$ cat config.mk
export PLATFORM = sky130hd
export DESIGN_NAME = tick_compare_scheduler_flat
export DESIGN_NICKNAME = d
export VERILOG_FILES = /design/src/hw/rtl/tcs_pkg.sv /design/src/hw/rtl/tcs_in_if.sv /design/src/hw/rtl/tcs_out_if.sv /design/src/hw/rtl/tcs_cfg_regs.sv /design/src/hw/rtl/tcs_engine.sv /design/src/hw/rtl/tick_compare_scheduler.sv /design/src/flat_wrapper.sv
export SDC_FILE = /design/constraint.sdc
export NUM_CORES = 1
export LEC_CHECK = 0
export ABC_AREA = 1
export BUFFER_PORTS_ARGS = -buffer_cell sky130_fd_sc_hd__buf_4
export CORE_MARGIN = 2
export CORE_UTILIZATION = 58
export CTS_CLUSTER_DIAMETER = 150
export CTS_CLUSTER_SIZE = 20
export DETAILED_ROUTE_END_ITERATION = 12
export GPL_TIMING_DRIVEN = 0
export PLACE_DENSITY = 0.78
export SETUP_SLACK_MARGIN = 0.02
export SLEW_MARGIN = 20
export SYNTH_ARGS = -nofsm -noshare
export SYNTH_HDL_FRONTEND = slang
export SYNTH_SLANG_ARGS = --single-unit
$ cat constraint.sdc
create_clock -name clk -period 20.3 [get_ports clk]
set_input_delay 5.075 -clock clk [delete_from_list [all_inputs] [get_ports clk]]
set_output_delay 5.075 -clock clk [all_outputs]
set_load 0.03 [all_outputs]
$ cat src/hw/rtl/tcs_pkg.sv
package tcs_pkg;

  // Operation codes carried in each input word
  localparam logic [1:0] OP_READ    = 2'd0;
  localparam logic [1:0] OP_START   = 2'd1;
  localparam logic [1:0] OP_SERVICE = 2'd2;

  // Configuration register indexes
  localparam int CFG_IDX_W  = 2;
  localparam int CFG_DATA_W = 32;
  localparam logic [CFG_IDX_W-1:0] CFG_CLICKS_PER_TICK  = 2'd0;
  localparam logic [CFG_IDX_W-1:0] CFG_START_COUNTDOWN  = 2'd1;
  localparam logic [CFG_IDX_W-1:0] CFG_RELOAD_COUNTDOWN = 2'd2;
  localparam logic [CFG_IDX_W-1:0] CFG_TICK_ENABLE      = 2'd3;

  // Register reset values
  localparam logic [31:0] RST_CLICKS_PER_TICK  = 32'd10000;
  localparam logic [15:0] RST_START_COUNTDOWN  = 16'd10;
  localparam logic [15:0] RST_RELOAD_COUNTDOWN = 16'd1;
  localparam logic        RST_TICK_ENABLE      = 1'b1;

  // Lead window on compare advance
  localparam logic [31:0] LEAD_MIN   = 32'd400;
  localparam logic [31:0] LEAD_FUDGE = 32'd1000;

  typedef struct packed {
    logic [31:0] clicks_per_tick;
    logic [15:0] start_countdown;
    logic [15:0] reload_countdown;
    logic        tick_enable;
  } cfg_t;

  typedef struct packed {
    logic [63:0] extended_count;
    logic [31:0] compare_value;
    logic        compare_write;
    logic        os_tick;
    logic        lead_recovered;
    logic [31:0] interrupt_count;
  } res_t;

endpackage

$ cat src/hw/rtl/tcs_in_if.sv
interface tcs_in_if import tcs_pkg::*; ();
  logic        valid;
  logic        ready;
  logic [1:0]  op;
  logic [31:0] timer_sample;

  modport source (output valid, output op, output timer_sample, input ready);
  modport sink   (input valid, input op, input timer_sample, output ready);
endinterface

$ cat src/hw/rtl/tcs_out_if.sv
interface tcs_out_if import tcs_pkg::*; ();
  logic        valid;
  logic        ready;
  logic [63:0] extended_count;
  logic [31:0] compare_value;
  logic        compare_write;
  logic        os_tick;
  logic        lead_recovered;
  logic [31:0] interrupt_count;

  modport source (output valid, output extended_count, output compare_value,
                  output compare_write, output os_tick, output lead_recovered,
                  output interrupt_count, input ready);
  modport sink   (input valid, input extended_count, input compare_value,
                  input compare_write, input os_tick, input lead_recovered,
                  input interrupt_count, output ready);
endinterface

$ cat src/hw/rtl/tcs_cfg_regs.sv
module tcs_cfg_regs import tcs_pkg::*; (
  input  logic                  clk,
  input  logic                  rst_n,
  input  logic                  cfg_we,
  input  logic [CFG_IDX_W-1:0]  cfg_index,
  input  logic [CFG_DATA_W-1:0] cfg_wdata,
  output cfg_t                  cfg
);

  cfg_t cfg_r;

  always_ff @(posedge clk) begin
    if (!rst_n) begin
      cfg_r.clicks_per_tick  <= RST_CLICKS_PER_TICK;
      cfg_r.start_countdown  <= RST_START_COUNTDOWN;
      cfg_r.reload_countdown <= RST_RELOAD_COUNTDOWN;
      cfg_r.tick_enable      <= RST_TICK_ENABLE;
    end else if (cfg_we) begin
      case (cfg_index)
        CFG_CLICKS_PER_TICK:  cfg_r.clicks_per_tick  <= cfg_wdata[31:0];
        CFG_START_COUNTDOWN:  cfg_r.start_countdown  <= cfg_wdata[15:0];
        CFG_RELOAD_COUNTDOWN: cfg_r.reload_countdown <= cfg_wdata[15:0];
        CFG_TICK_ENABLE:      cfg_r.tick_enable      <= cfg_wdata[0];
        default: ;
      endcase
    end
  end

  assign cfg = cfg_r;

endmodule

$ cat src/hw/rtl/tcs_engine.sv
module tcs_engine import tcs_pkg::*; (
  input  logic        clk,
  input  logic        rst_n,
  input  logic        fire,
  input  logic [1:0]  op,
  input  logic [31:0] sample,
  input  cfg_t        cfg,
  output res_t        res
);

  logic [63:0] clicks_r, clicks_nxt;
  logic [31:0] compare_r, compare_nxt;
  logic [15:0] countdown_r, countdown_nxt;
  logic [31:0] serviced_r, serviced_nxt;

  logic [31:0] ext_hi;
  logic [63:0] ext_count;
  logic [31:0] cmp_adv;
  logic [31:0] lead;
  logic        lead_bad;
  logic        wrote;
  logic        tick;
  logic        recovered;

  // Wrap extension: a sample below the low half means the timer wrapped
  assign ext_hi    = (sample < clicks_r[31:0]) ? clicks_r[63:32] + 32'd1 : clicks_r[63:32];
  assign ext_count = {ext_hi, sample};
  assign cmp_adv   = compare_r + cfg.clicks_per_tick;
  assign lead      = cmp_adv - sample;
  assign lead_bad  = (lead < LEAD_MIN) || (lead > cfg.clicks_per_tick);

  always_comb begin
    clicks_nxt    = clicks_r;
    compare_nxt   = compare_r;
    countdown_nxt = countdown_r;
    serviced_nxt  = serviced_r;
    wrote         = 1'b0;
    tick          = 1'b0;
    recovered     = 1'b0;
    case (op)
      OP_READ: begin
        clicks_nxt = ext_count;
      end
      OP_START: begin
        serviced_nxt  = '0;
        countdown_nxt = cfg.start_countdown;
        if (cfg.tick_enable) begin
          // Counters clear first, so extend from zero
          clicks_nxt  = {32'd0, sample};
          compare_nxt = sample + cfg.clicks_per_tick;
          wrote       = 1'b1;
        end else begin
          clicks_nxt  = '0;
          compare_nxt = '0;
        end
      end
      OP_SERVICE: begin
        clicks_nxt   = ext_count;
        wrote        = 1'b1;
        serviced_nxt = serviced_r + 32'd1;
        if (lead_bad) begin
          compare_nxt = sample + LEAD_FUDGE;
          recovered   = 1'b1;
        end else begin
          compare_nxt = cmp_adv;
        end
        if (countdown_r == 16'd1) begin
          tick          = 1'b1;
          countdown_nxt = (cfg.reload_countdown == 16'd0) ? 16'd1 : cfg.reload_countdown;
        end else begin
          countdown_nxt = countdown_r - 16'd1;
        end
      end
      default: ;
    endcase
  end

  always_ff @(posedge clk) begin
    if (!rst_n) begin
      clicks_r    <= '0;
      compare_r   <= '0;
      countdown_r <= '0;
      serviced_r  <= '0;
    end else if (fire) begin
      clicks_r    <= clicks_nxt;
      compare_r   <= compare_nxt;
      countdown_r <= countdown_nxt;
      serviced_r  <= serviced_nxt;
    end
  end

  assign res.extended_count  = clicks_nxt;
  assign res.compare_value   = compare_nxt;
  assign res.compare_write   = wrote;
  assign res.os_tick         = tick;
  assign res.lead_recovered  = recovered;
  assign res.interrupt_count = serviced_nxt;

  a_service_counts: assert property (@(posedge clk) disable iff (!rst_n)
    fire && op == OP_SERVICE |=> serviced_r == $past(serviced_r) + 32'd1)
    else $error("serviced count did not advance on service");

  a_start_clears: assert property (@(posedge clk) disable iff (!rst_n)
    fire && op == OP_START |=> serviced_r == 32'd0 && countdown_r == $past(cfg.start_countdown))
    else $error("start did not clear counters");

  a_idle_holds: assert property (@(posedge clk) disable iff (!rst_n)
    !fire |=> $stable(compare_r) && $stable(clicks_r) && $stable(countdown_r))
    else $error("state moved without a word");

  a_tick_writes: assert property (@(posedge clk) disable iff (!rst_n)
    (res.os_tick || res.lead_recovered) |-> res.compare_write && op == OP_SERVICE)
    else $error("tick or recovery flagged outside service");

endmodule

$ cat src/hw/rtl/tick_compare_scheduler.sv
// Channel   Dir  Payload                                               Handshake
// in_bus    in   op, timer_sample                                      valid/ready
// out_bus   out  extended_count, compare_value, compare_write,         valid/ready
//                os_tick, lead_recovered, interrupt_count
// cfg_*     in   cfg_index, cfg_wdata                                  cfg_we, no wait
//
// One word per cycle sustained while out_bus is not stalled; a word taken passes through the
// input register, then the result register, where its result is presented to out_bus.
// The compare, lead check and wrap extension all settle in the single pass between them.
// Reset (rst_n low, synchronous) empties both registers, zeroes the counters and
// restores the configuration defaults.
// With out_bus stalled the result register holds and one more word is taken into the
// input register; in_bus ready then drops until the result is taken.
module tick_compare_scheduler import tcs_pkg::*; (
  input  logic                  clk,
  input  logic                  rst_n,
  tcs_in_if.sink                in_bus,
  tcs_out_if.source             out_bus,
  input  logic                  cfg_we,
  input  logic [CFG_IDX_W-1:0]  cfg_index,
  input  logic [CFG_DATA_W-1:0] cfg_wdata
);

  cfg_t        cfg;
  res_t        res;

  logic        in_valid_r, in_valid_nxt;
  logic [1:0]  in_op_r;
  logic [31:0] in_sample_r;
  logic        out_valid_r, out_valid_nxt;
  res_t        out_res_r;

  logic        advance;
  logic        take_in;

  tcs_cfg_regs u_cfg (
    .clk       (clk),
    .rst_n     (rst_n),
    .cfg_we    (cfg_we),
    .cfg_index (cfg_index),
    .cfg_wdata (cfg_wdata),
    .cfg       (cfg)
  );

  // Advance the held word when the result register is free or being drained
  assign advance      = in_valid_r && (!out_valid_r || out_bus.ready);
  assign in_bus.ready = !in_valid_r || advance;
  assign take_in      = in_bus.valid && in_bus.ready;

  tcs_engine u_engine (
    .clk    (clk),
    .rst_n  (rst_n),
    .fire   (advance),
    .op     (in_op_r),
    .sample (in_sample_r),
    .cfg    (cfg),
    .res    (res)
  );

  assign in_valid_nxt  = take_in || (in_valid_r && !advance);
  assign out_valid_nxt = advance || (out_valid_r && !out_bus.ready);

  always_ff @(posedge clk) begin
    if (!rst_n) begin
      in_valid_r  <= 1'b0;
      out_valid_r <= 1'b0;
    end else begin
      in_valid_r  <= in_valid_nxt;
      out_valid_r <= out_valid_nxt;
    end
  end

  always_ff @(posedge clk) begin
    if (take_in) begin
      in_op_r     <= in_bus.op;
      in_sample_r <= in_bus.timer_sample;
    end
    if (advance) begin
      out_res_r <= res;
    end
  end

  assign out_bus.valid           = out_valid_r;
  assign out_bus.extended_count  = out_res_r.extended_count;
  assign out_bus.compare_value   = out_res_r.compare_value;
  assign out_bus.compare_write   = out_res_r.compare_write;
  assign out_bus.os_tick         = out_res_r.os_tick;
  assign out_bus.lead_recovered  = out_res_r.lead_recovered;
  assign out_bus.interrupt_count = out_res_r.interrupt_count;

endmodule
$ cat src/flat_wrapper.sv
// flat-port wrapper written by rule: the top's interface ports become plain ports
module tick_compare_scheduler_flat import tcs_pkg::*;
  (clk, rst_n, cfg_we, cfg_index, cfg_wdata, in_bus_valid, in_bus_op, in_bus_timer_sample, in_bus_ready, out_bus_valid, out_bus_extended_count, out_bus_compare_value, out_bus_compare_write, out_bus_os_tick, out_bus_lead_recovered, out_bus_interrupt_count, out_bus_ready);
  tcs_in_if in_bus_i ();
  tcs_out_if out_bus_i ();
  input  logic clk;
  input  logic rst_n;
  input  logic cfg_we;
  input  logic [CFG_IDX_W-1:0] cfg_index;
  input  logic [CFG_DATA_W-1:0] cfg_wdata;
  input wire logic [$bits(in_bus_i.valid)-1:0] in_bus_valid;
  input wire logic [$bits(in_bus_i.op)-1:0] in_bus_op;
  input wire logic [$bits(in_bus_i.timer_sample)-1:0] in_bus_timer_sample;
  output wire logic [$bits(in_bus_i.ready)-1:0] in_bus_ready;
  output wire logic [$bits(out_bus_i.valid)-1:0] out_bus_valid;
  output wire logic [$bits(out_bus_i.extended_count)-1:0] out_bus_extended_count;
  output wire logic [$bits(out_bus_i.compare_value)-1:0] out_bus_compare_value;
  output wire logic [$bits(out_bus_i.compare_write)-1:0] out_bus_compare_write;
  output wire logic [$bits(out_bus_i.os_tick)-1:0] out_bus_os_tick;
  output wire logic [$bits(out_bus_i.lead_recovered)-1:0] out_bus_lead_recovered;
  output wire logic [$bits(out_bus_i.interrupt_count)-1:0] out_bus_interrupt_count;
  input wire logic [$bits(out_bus_i.ready)-1:0] out_bus_ready;
  assign in_bus_i.valid = in_bus_valid;
  assign in_bus_i.op = in_bus_op;
  assign in_bus_i.timer_sample = in_bus_timer_sample;
  assign in_bus_ready = in_bus_i.ready;
  assign out_bus_valid = out_bus_i.valid;
  assign out_bus_extended_count = out_bus_i.extended_count;
  assign out_bus_compare_value = out_bus_i.compare_value;
  assign out_bus_compare_write = out_bus_i.compare_write;
  assign out_bus_os_tick = out_bus_i.os_tick;
  assign out_bus_lead_recovered = out_bus_i.lead_recovered;
  assign out_bus_interrupt_count = out_bus_i.interrupt_count;
  assign out_bus_i.ready = out_bus_ready;
  tick_compare_scheduler u_core (.clk(clk), .rst_n(rst_n), .in_bus(in_bus_i), .out_bus(out_bus_i), .cfg_we(cfg_we), .cfg_index(cfg_index), .cfg_wdata(cfg_wdata));
endmodule
==> flow_metrics.env, run 1 <==
export IMPL_ys_types=56
export IMPL_synthSimpleGateAreaFrac_pct=23.4
export IMPL_power_density_nw_per_um2=73.3
export IMPL_fin_skew_ns=0.0220
export IMPL_hold_path_end="u_core.u_cfg.cfg[28]"
export IMPL_route_detailed_drc=0
export IMPL_grt_overflow_total=0
export IMPL_clock_fmax_ghz=0.0941
export IMPL_fill_cells=3653
export IMPL_die_h_microns=211
export IMPL_finalPower_mw=2.03
export IMPL_core_sq_um=42000
export IMPL_num_rows=75
export IMPL_yosys_area_share_adder_pct=8.52
export IMPL_slew_viol_final=0
export IMPL_worstReg2RegEnd="u_core.out_bus.compare_value[0]"
export IMPL_hold_start="u_core.u_cfg.cfg[28]"
export IMPL_synthMuxAreaShare_pct=0
export IMPL_setup_viol=0
export IMPL_h_tree_depth=1
export IMPL_cts_buffers=22
export IMPL_wl_microns=87200
export IMPL_start_util_pct=59.0
export IMPL_hold_class="flip-flop to flip-flop"
export IMPL_cts_tree="done"
export IMPL_clock_sinks=376
export IMPL_dpl_hpwl_microns=70000
export IMPL_antenna_found_initial=0
export IMPL_syn_area_per_cell_sq_um=7.22
export IMPL_critPathRequiredTime_ns=15.23
export IMPL_cp_startpoint="out_bus_ready"
export IMPL_die_width_microns=211
export IMPL_seq_area_frac_synth_pct=37.0
export IMPL_worst_path_max_fanout=3
export IMPL_clk_latency_ns=0.59
export IMPL_synth_edff_count=165
export IMPL_post_cts_buffers=0
export IMPL_worst_pin_slew_ns=1.16
export IMPL_cap_violations=0
export IMPL_crit_reg2reg_launch="u_core.u_cfg.cfg[33]"
export IMPL_dieArea_sq_um=44400
export IMPL_vias_per_cell=5.94
export IMPL_wire_per_inst_microns=20.7
export IMPL_drt_pass1_iterations=6
export IMPL_ir_drop_mv=0.0846
export IMPL_clock_root_buffer="clkbuf_16"
export IMPL_final_nets=3906
export IMPL_path_clk_slew_ns=0.08
export IMPL_syn_inst=3434
export IMPL_vias=25100
export IMPL_n_antenna_cell=0
export IMPL_synth_compound_area_share_pct=17.0
export IMPL_grt_max_degree=55
export IMPL_io_pins=206
export IMPL_grt_pass1_wl_microns=131000
export IMPL_synthFlopType="dfxtp_1"
export IMPL_outcome="finished, final reports clean"
export IMPL_synth_top_family_by_area="simple AND/OR/NAND/NOR gates"
export IMPL_synth_ff_latch_count=376
export IMPL_synth_nets=3674
export IMPL_rsz0062_at_grt="no"
export IMPL_drive_gt1_share_pct=7.64
export IMPL_grt_pass1_vias=23900
export IMPL_end_kind="output port"
export IMPL_detail_route_antenna_nets=0
export IMPL_period_needed_ns=10.63
export IMPL_yosysWarnings=0
export IMPL_post_route_util_pct=66.0
export IMPL_area_delta_synth_final_pct=11.8
export IMPL_final_hold_viol_count=0
export IMPL_cts_hold_buffers=0
export IMPL_gp_congestion=1.03
export IMPL_arrival_ns=5.56
export IMPL_portBuffers=205
export IMPL_slew_headroom_pct=22.5
export IMPL_hold_depth=2
export IMPL_cts_buffer_depth=3
export IMPL_synthesis_area_sq_um=24800
export IMPL_whs_ns=0.482
export IMPL_synthXorXnorAreaFrac_pct=3.74
export IMPL_p_leak_nw=12.9
export IMPL_crit_type="input pin to output port"
export IMPL_cts_resized=0
export IMPL_track_usage_pct=38.3
export IMPL_fin_crit_sh_pct=52.4
export IMPL_synth_async_reset_ratio_pct=0
export IMPL_r2r_slack_ns=13.53
export IMPL_drt_iter0_drc=2674
export IMPL_tns_ns=0
export IMPL_start_kind="input pin"
export IMPL_r2r_cells=36
==> registers in the layout (all words and copies together), names as in the netlist <==
name,flops
u_core.out_bus.compare_value,32
u_core.out_bus.os_tick,1
u_core.u_engine.serviced_r,32
u_core.in_valid_r,1
u_core.in_op_r,2
u_core.in_sample_r,32
u_core.u_cfg.cfg,65
u_core.out_bus.interrupt_count,32
u_core.out_bus.lead_recovered,1
u_core.out_bus.compare_write,1
u_core.out_bus.extended_count,64
u_core.u_engine.countdown_r,16
u_core.u_engine.compare_r,32
u_core.u_engine.clicks_r,64
u_core.out_bus.valid,1
==> layout by cell type, fill, tap and decap left out, drive strengths merged, types with 7 or more instances in the layout <==
cell,netlist,final
o21bai,27,27
nor4,25,25
ha,164,164
nand3,233,233
nor2,271,271
nor3,49,49
or2,8,8
clkbuf,102,138
xnor2,19,19
o211ai,25,25
xor2,87,87
a22oi,28,28
o21ai,304,304
a21o,7,7
inv,548,548
edfxtp,165,165
a211oi,11,11
o21a,7,7
a31oi,17,17
buf,22,230
nand4,45,45
a21oi,326,326
dfxtp,211,211
nand2,671,671
nand3b,29,29
==> synthesized netlist by cell type (all sizes together) (2+ instances only) <==
| cell type | count | area share [%] |
|---|---|---|
| a22oi | 28 | 0.85 |
| or2 | 8 | 0.20 |
| a2111oi | 2 | 0.071 |
| xor2 | 87 | 3.1 |
| buf | 22 | 0.49 |
| nor4 | 25 | 0.63 |
| clkbuf | 102 | 1.5 |
| o21a | 7 | 0.21 |
| inv | 548 | 8.3 |
| and3 | 2 | 0.050 |
| a31o | 2 | 0.071 |
| a21oi | 326 | 6.6 |
| a31oi | 17 | 0.43 |
| o211ai | 25 | 0.76 |
| a21boi | 2 | 0.061 |
| and2 | 4 | 0.10 |
| o21bai | 27 | 0.82 |
| o21ai | 304 | 6.2 |
| a211oi | 11 | 0.33 |
| edfxtp | 165 | 20 |
| ha | 164 | 8.3 |
| nor2 | 271 | 4.2 |
| o22ai | 2 | 0.050 |
| nand2 | 671 | 10 |
| xnor2 | 19 | 0.67 |
| a221oi | 5 | 0.18 |
| nor3 | 49 | 1.1 |
| nand3 | 233 | 4.7 |
| nand3b | 29 | 0.88 |
| o221ai | 2 | 0.071 |
| fa | 3 | 0.24 |
| a21o | 7 | 0.21 |
| o311ai | 2 | 0.071 |
| nand4 | 45 | 1.2 |
| dfxtp | 211 | 17 |
==> area by class of cell <==
| type | instances | area [sq um] | area share (%) |
|---|---|---|---|
| timing repair buffer | 208 | 1610 | 5.79 |
| inverter | 549 | 2060 | 7.43 |
| clock inverter | 2 | 46.3 | 0.167 |
| tap | 539 | 674 | 2.43 |
| clock buffer | 36 | 603 | 2.17 |
| buffer | 124 | 508 | 1.83 |
| sequential | 376 | 9180 | 33.1 |
| multi-input combinational | 2385 | 13100 | 47.1 |
==> metal layers <==
metal | vias up | wire (microns) | track usage, %
li1 | 11900 | - | -
met3 | 232 | 7880 | 5.04
met2 | 1334 | 40300 | 64.5
met4 | 0 | 5160 | 20.2
met5 | - | 0 | 0
met1 | 11600 | 33800 | 48.0
==> stage by stage <==
step	instance area, sq um	cells	setup WS (ns)
detailed placement	27100	4181	9.67
global placement	27000	4178	7.64
floorplan	24800	3434	9.83
finish	27700	4219	9.67
global route	27700	4219	9.63
CTS	27700	4219	9.67
==> power breakdown <==
part	internal [mW]	total (mW)	switching, mW
Sequential	0.842	0.886	0.0442
Combinational	0.220	0.666	0.446
Clock	0.218	0.481	0.263
Total	1.28	2.03	0.753
==> worst max path at each step <==
stage          slack, ns                            end  cells after the start
2_1_floorplan       9.83                   in_bus_ready                      2
3_3_place_gp        7.64  u_core.u_engine.compare_r[26]                      9
3_5_place_dp        9.67                   in_bus_ready                      4
4_1_cts             9.67                   in_bus_ready                      4
5_1_grt             9.63                   in_bus_ready                      4
6_report            9.67                   in_bus_ready                      4
==> critical path: stages <==
cell and delay, ns:
buf_4 0.11, inv_1 0.06, nand3_1 0.11, buf_4 0.20
==> logic make-up after synthesis <==
family / after synthesis
compound gates: 772
fa+ha+maj: 167
simple gates: 1340
xor+xnor: 106
buf+inv: 673
flops: 376
(Power assumes the default switching activity.)
==> run 2: changes to the inputs <==
Settings changed: ABC_AREA 1 to 0, CORE_UTILIZATION 58 to 55, PLACE_DENSITY 0.78 to 0.77.
Clock period 20.3 ns to 9.6 ns, I/O delays scaled along.
==> run 2 against run 1 <==
  * Hold slack got worse by 0.0074 ns
  * Routed wire length fell by 11%
  * Sequential share of layout area grew 1.5 points
  * Synthesized cell count down 19%
  * Worst setup slack got worse by 9.3 ns
  * Utilization down 2.9 points
  * Sequential power is 100% higher
  * Final area down 4.2%
  * Register-to-register slack lost 13 ns
  * Sequential cell count unchanged
==> flow_metrics.env, run 2 <==
export IMPL_synth_edff_count=165
export IMPL_route_detailed_drc=0
export IMPL_period_needed_ns=9.19
export IMPL_place_inst=3536
export IMPL_seq_area_frac_synth_pct=38.9
export IMPL_n_antenna_cell=0
export IMPL_final_cell_mix="nand2_1, a21oi_1, dfxtp_1"
export IMPL_slew_headroom_pct=26.3
export IMPL_yosysWarnings=0
export IMPL_cts_buffer_depth=3
export IMPL_hold_start="u_core.u_cfg.cfg[21]"
export IMPL_synth_nets=3029
export IMPL_rsz0062_at_grt="yes"
export IMPL_vias_per_cell=6.28
export IMPL_critPathRequiredTime_ns=9.87
export IMPL_arrival_ns=9.46
export IMPL_ff_latch_area_sq_um=9180
export IMPL_clock_sinks=376
export IMPL_grt_pass1_vias=21300
export IMPL_crit_path_frequent_cell="a21oi_1"
export IMPL_r2r_cells=34
export IMPL_fill_cells=3708
export IMPL_clk_latency_ns=0.57
export IMPL_hold_path_end="u_core.u_cfg.cfg[21]"
export IMPL_clock_fmax_ghz=0.109
export IMPL_worst_path_max_fanout=10
export IMPL_final_nets=3261
export IMPL_finalPower_mw=4.05
export IMPL_crit_family="simple AND/OR/NAND/NOR gates"
export IMPL_r2r_slack_ns=0.41
export IMPL_die_width_microns=211
export IMPL_portBuffers=204
export IMPL_core_sq_um=42100
export IMPL_track_usage_pct=33.7
export IMPL_path_clk_slew_ns=0.09
export IMPL_p_leak_nw=10.3
export IMPL_synth_ff_latch_count=376
export IMPL_hold_depth=2
export IMPL_yosys_area_top_type="edfxtp_1"
export IMPL_antenna_found_initial=1
export IMPL_h_tree_depth=1
export IMPL_drt_iter0_drc=2032
export IMPL_largest_reg_flops=65
export IMPL_synthesis_area_sq_um=23600
export IMPL_io_pins=206
export IMPL_dpl_hpwl_microns=61300
export IMPL_path_buf_inv=3
export IMPL_worstReg2RegEnd="u_core.out_bus.compare_value[25]"
export IMPL_grt_max_degree=53
export IMPL_wl_microns=77500
export IMPL_fin_crit_sh_pct=95.7
export IMPL_cts_tree="done"
export IMPL_vias=22500
export IMPL_fin_skew_ns=0.0351
export IMPL_worst_pin_slew_ns=1.11
export IMPL_ys_types=81
export IMPL_die_h_microns=211
export IMPL_power_density_nw_per_um2=153
export IMPL_final_common_cell="nand2_1"
export IMPL_area_delta_synth_final_pct=12.6
export IMPL_place_ws_ns=0.618
export IMPL_cts_buffers=22
export IMPL_dieArea_sq_um=44600
export IMPL_drive_gt1_share_pct=9.25
export IMPL_cts_resized=0
export IMPL_drt_pass1_iterations=6
export IMPL_detail_route_antenna_nets=0
export IMPL_start_util_pct=56.0
export IMPL_grt_pass1_wl_microns=117000
export IMPL_syn_inst=2789
export IMPL_multi_input_area_sq_um=13300
export IMPL_grt_overflow_total=0
export IMPL_synth_async_reset_ratio_pct=0
export IMPL_cpPeakStageDelay_ns=0.44
export IMPL_tns_ns=0
export IMPL_syn_area_per_cell_sq_um=8.46
export IMPL_gp_congestion=1.00
export IMPL_cts_hold_buffers=0
export IMPL_yosysTopAreaCellShare_pct=21.0
export IMPL_crit_type="flip-flop to flip-flop"
export IMPL_wire_per_inst_microns=21.7
export IMPL_crit_reg2reg_launch="u_core.u_cfg.cfg[33]"
export IMPL_slew_viol_final=0
export IMPL_setup_viol=0
export IMPL_outcome="finished, final reports clean"
export IMPL_post_route_util_pct=63.0
export IMPL_synthFlopType="dfxtp_1"
export IMPL_crit_path_top_delay_cell="dfxtp_1"
export IMPL_hold_class="flip-flop to flip-flop"
export IMPL_clock_root_buffer="clkbuf_16"
export IMPL_worst_slack_ns=0.410
export IMPL_synthTopCellsByCount="nand2_1, a21oi_1, dfxtp_1, nor2_1, edfxtp_1"
export IMPL_ir_drop_mv=0.120
export IMPL_final_hold_viol_count=0
export IMPL_cap_violations=0
export IMPL_start_kind="flip-flop"
export IMPL_end_kind="flip-flop"
export IMPL_synth_area_top_cells="edfxtp_1, dfxtp_1, ha_1, nand2_1, a21oi_1"
export IMPL_post_cts_buffers=0
export IMPL_num_rows=75
export IMPL_fin_cells=3576
export IMPL_yosysMostFrequentCell="nand2_1"
## run 2: changes by cell type after synthesis, moves of 71 or more
cell,previous run,this run
xnor2_1,19,90
nand3_1,232,98
o21ai_0,296,145
a21o_1,7,81
nand2_1,667,405
inv_1,546,131
## run 2: kinds of logic (layout without fill, tap and decap cells)
logic type	Yosys count	in the layout	synth area share, %
DFF	376	376	38.9
AOI/OAI and AO/OA	811	811	21.6
and+or+nand+nor	985	985	19.5
buffers and inverters	280	528	4.69
muxes	6	6	0.255
adders and majority gates	167	167	8.95
xor gates and xnor gates	164	164	6.09
## run 2: tightest hold or removal path: stages, from the launching register on
cell     delay, ns
dfxtp_1       0.32
nand2_1       0.05
a21oi_1       0.06
## run 2: worst max path at each step
stage | start | to | slack, ns | cells past startpoint
6_report | u_core.u_cfg.cfg[33] | u_core.out_bus.compare_value[25] | 0.41 | 34
5_1_grt | u_core.u_cfg.cfg[33] | u_core.out_bus.compare_value[25] | -0.03 | 34
4_1_cts | u_core.u_cfg.cfg[33] | u_core.out_bus.compare_value[25] | 0.55 | 34
3_5_place_dp | u_core.u_cfg.cfg[33] | u_core.out_bus.compare_value[25] | 0.62 | 34
3_3_place_gp | out_bus_ready | u_core.u_engine.compare_r[26] | -0.38 | 8
2_1_floorplan | out_bus_ready | u_core.out_bus.compare_value[0] | 2.04 | 6
## run 2: final cells by class
type	instances	share of cell area [%]
Sequential cell	376	34.6
Inverter	131	1.85
Clock buffer	40	2.49
Buffer	149	2.33
Tap cell	539	2.54
Multi-Input combinational cell	2133	50.1
Timing Repair Buffer	208	6.09
## run 2: metal layers
metal	wire length [microns]	vias up	GRT usage, %
met3	4710	253	3.64
met5	0	-	0
met1	31100	10700	41.5
met2	37000	985	58.3
li1	-	10500	-
met4	4650	0	17.9
## run 2: where the power goes
part           switching, mW  internal (mW)
registers             0.0630           1.75
logic                  0.808          0.441
clock network          0.525          0.468
## run 2: metrics by stage
stage          hold slack, ns  instance area [sq um]
2_1_floorplan           0.436                  23600
3_5_place_dp            0.458                  25900
5_1_grt                 0.496                  26600
6_report                0.474                  26600
3_3_place_gp            0.445                  25800
4_1_cts                 0.471                  26500
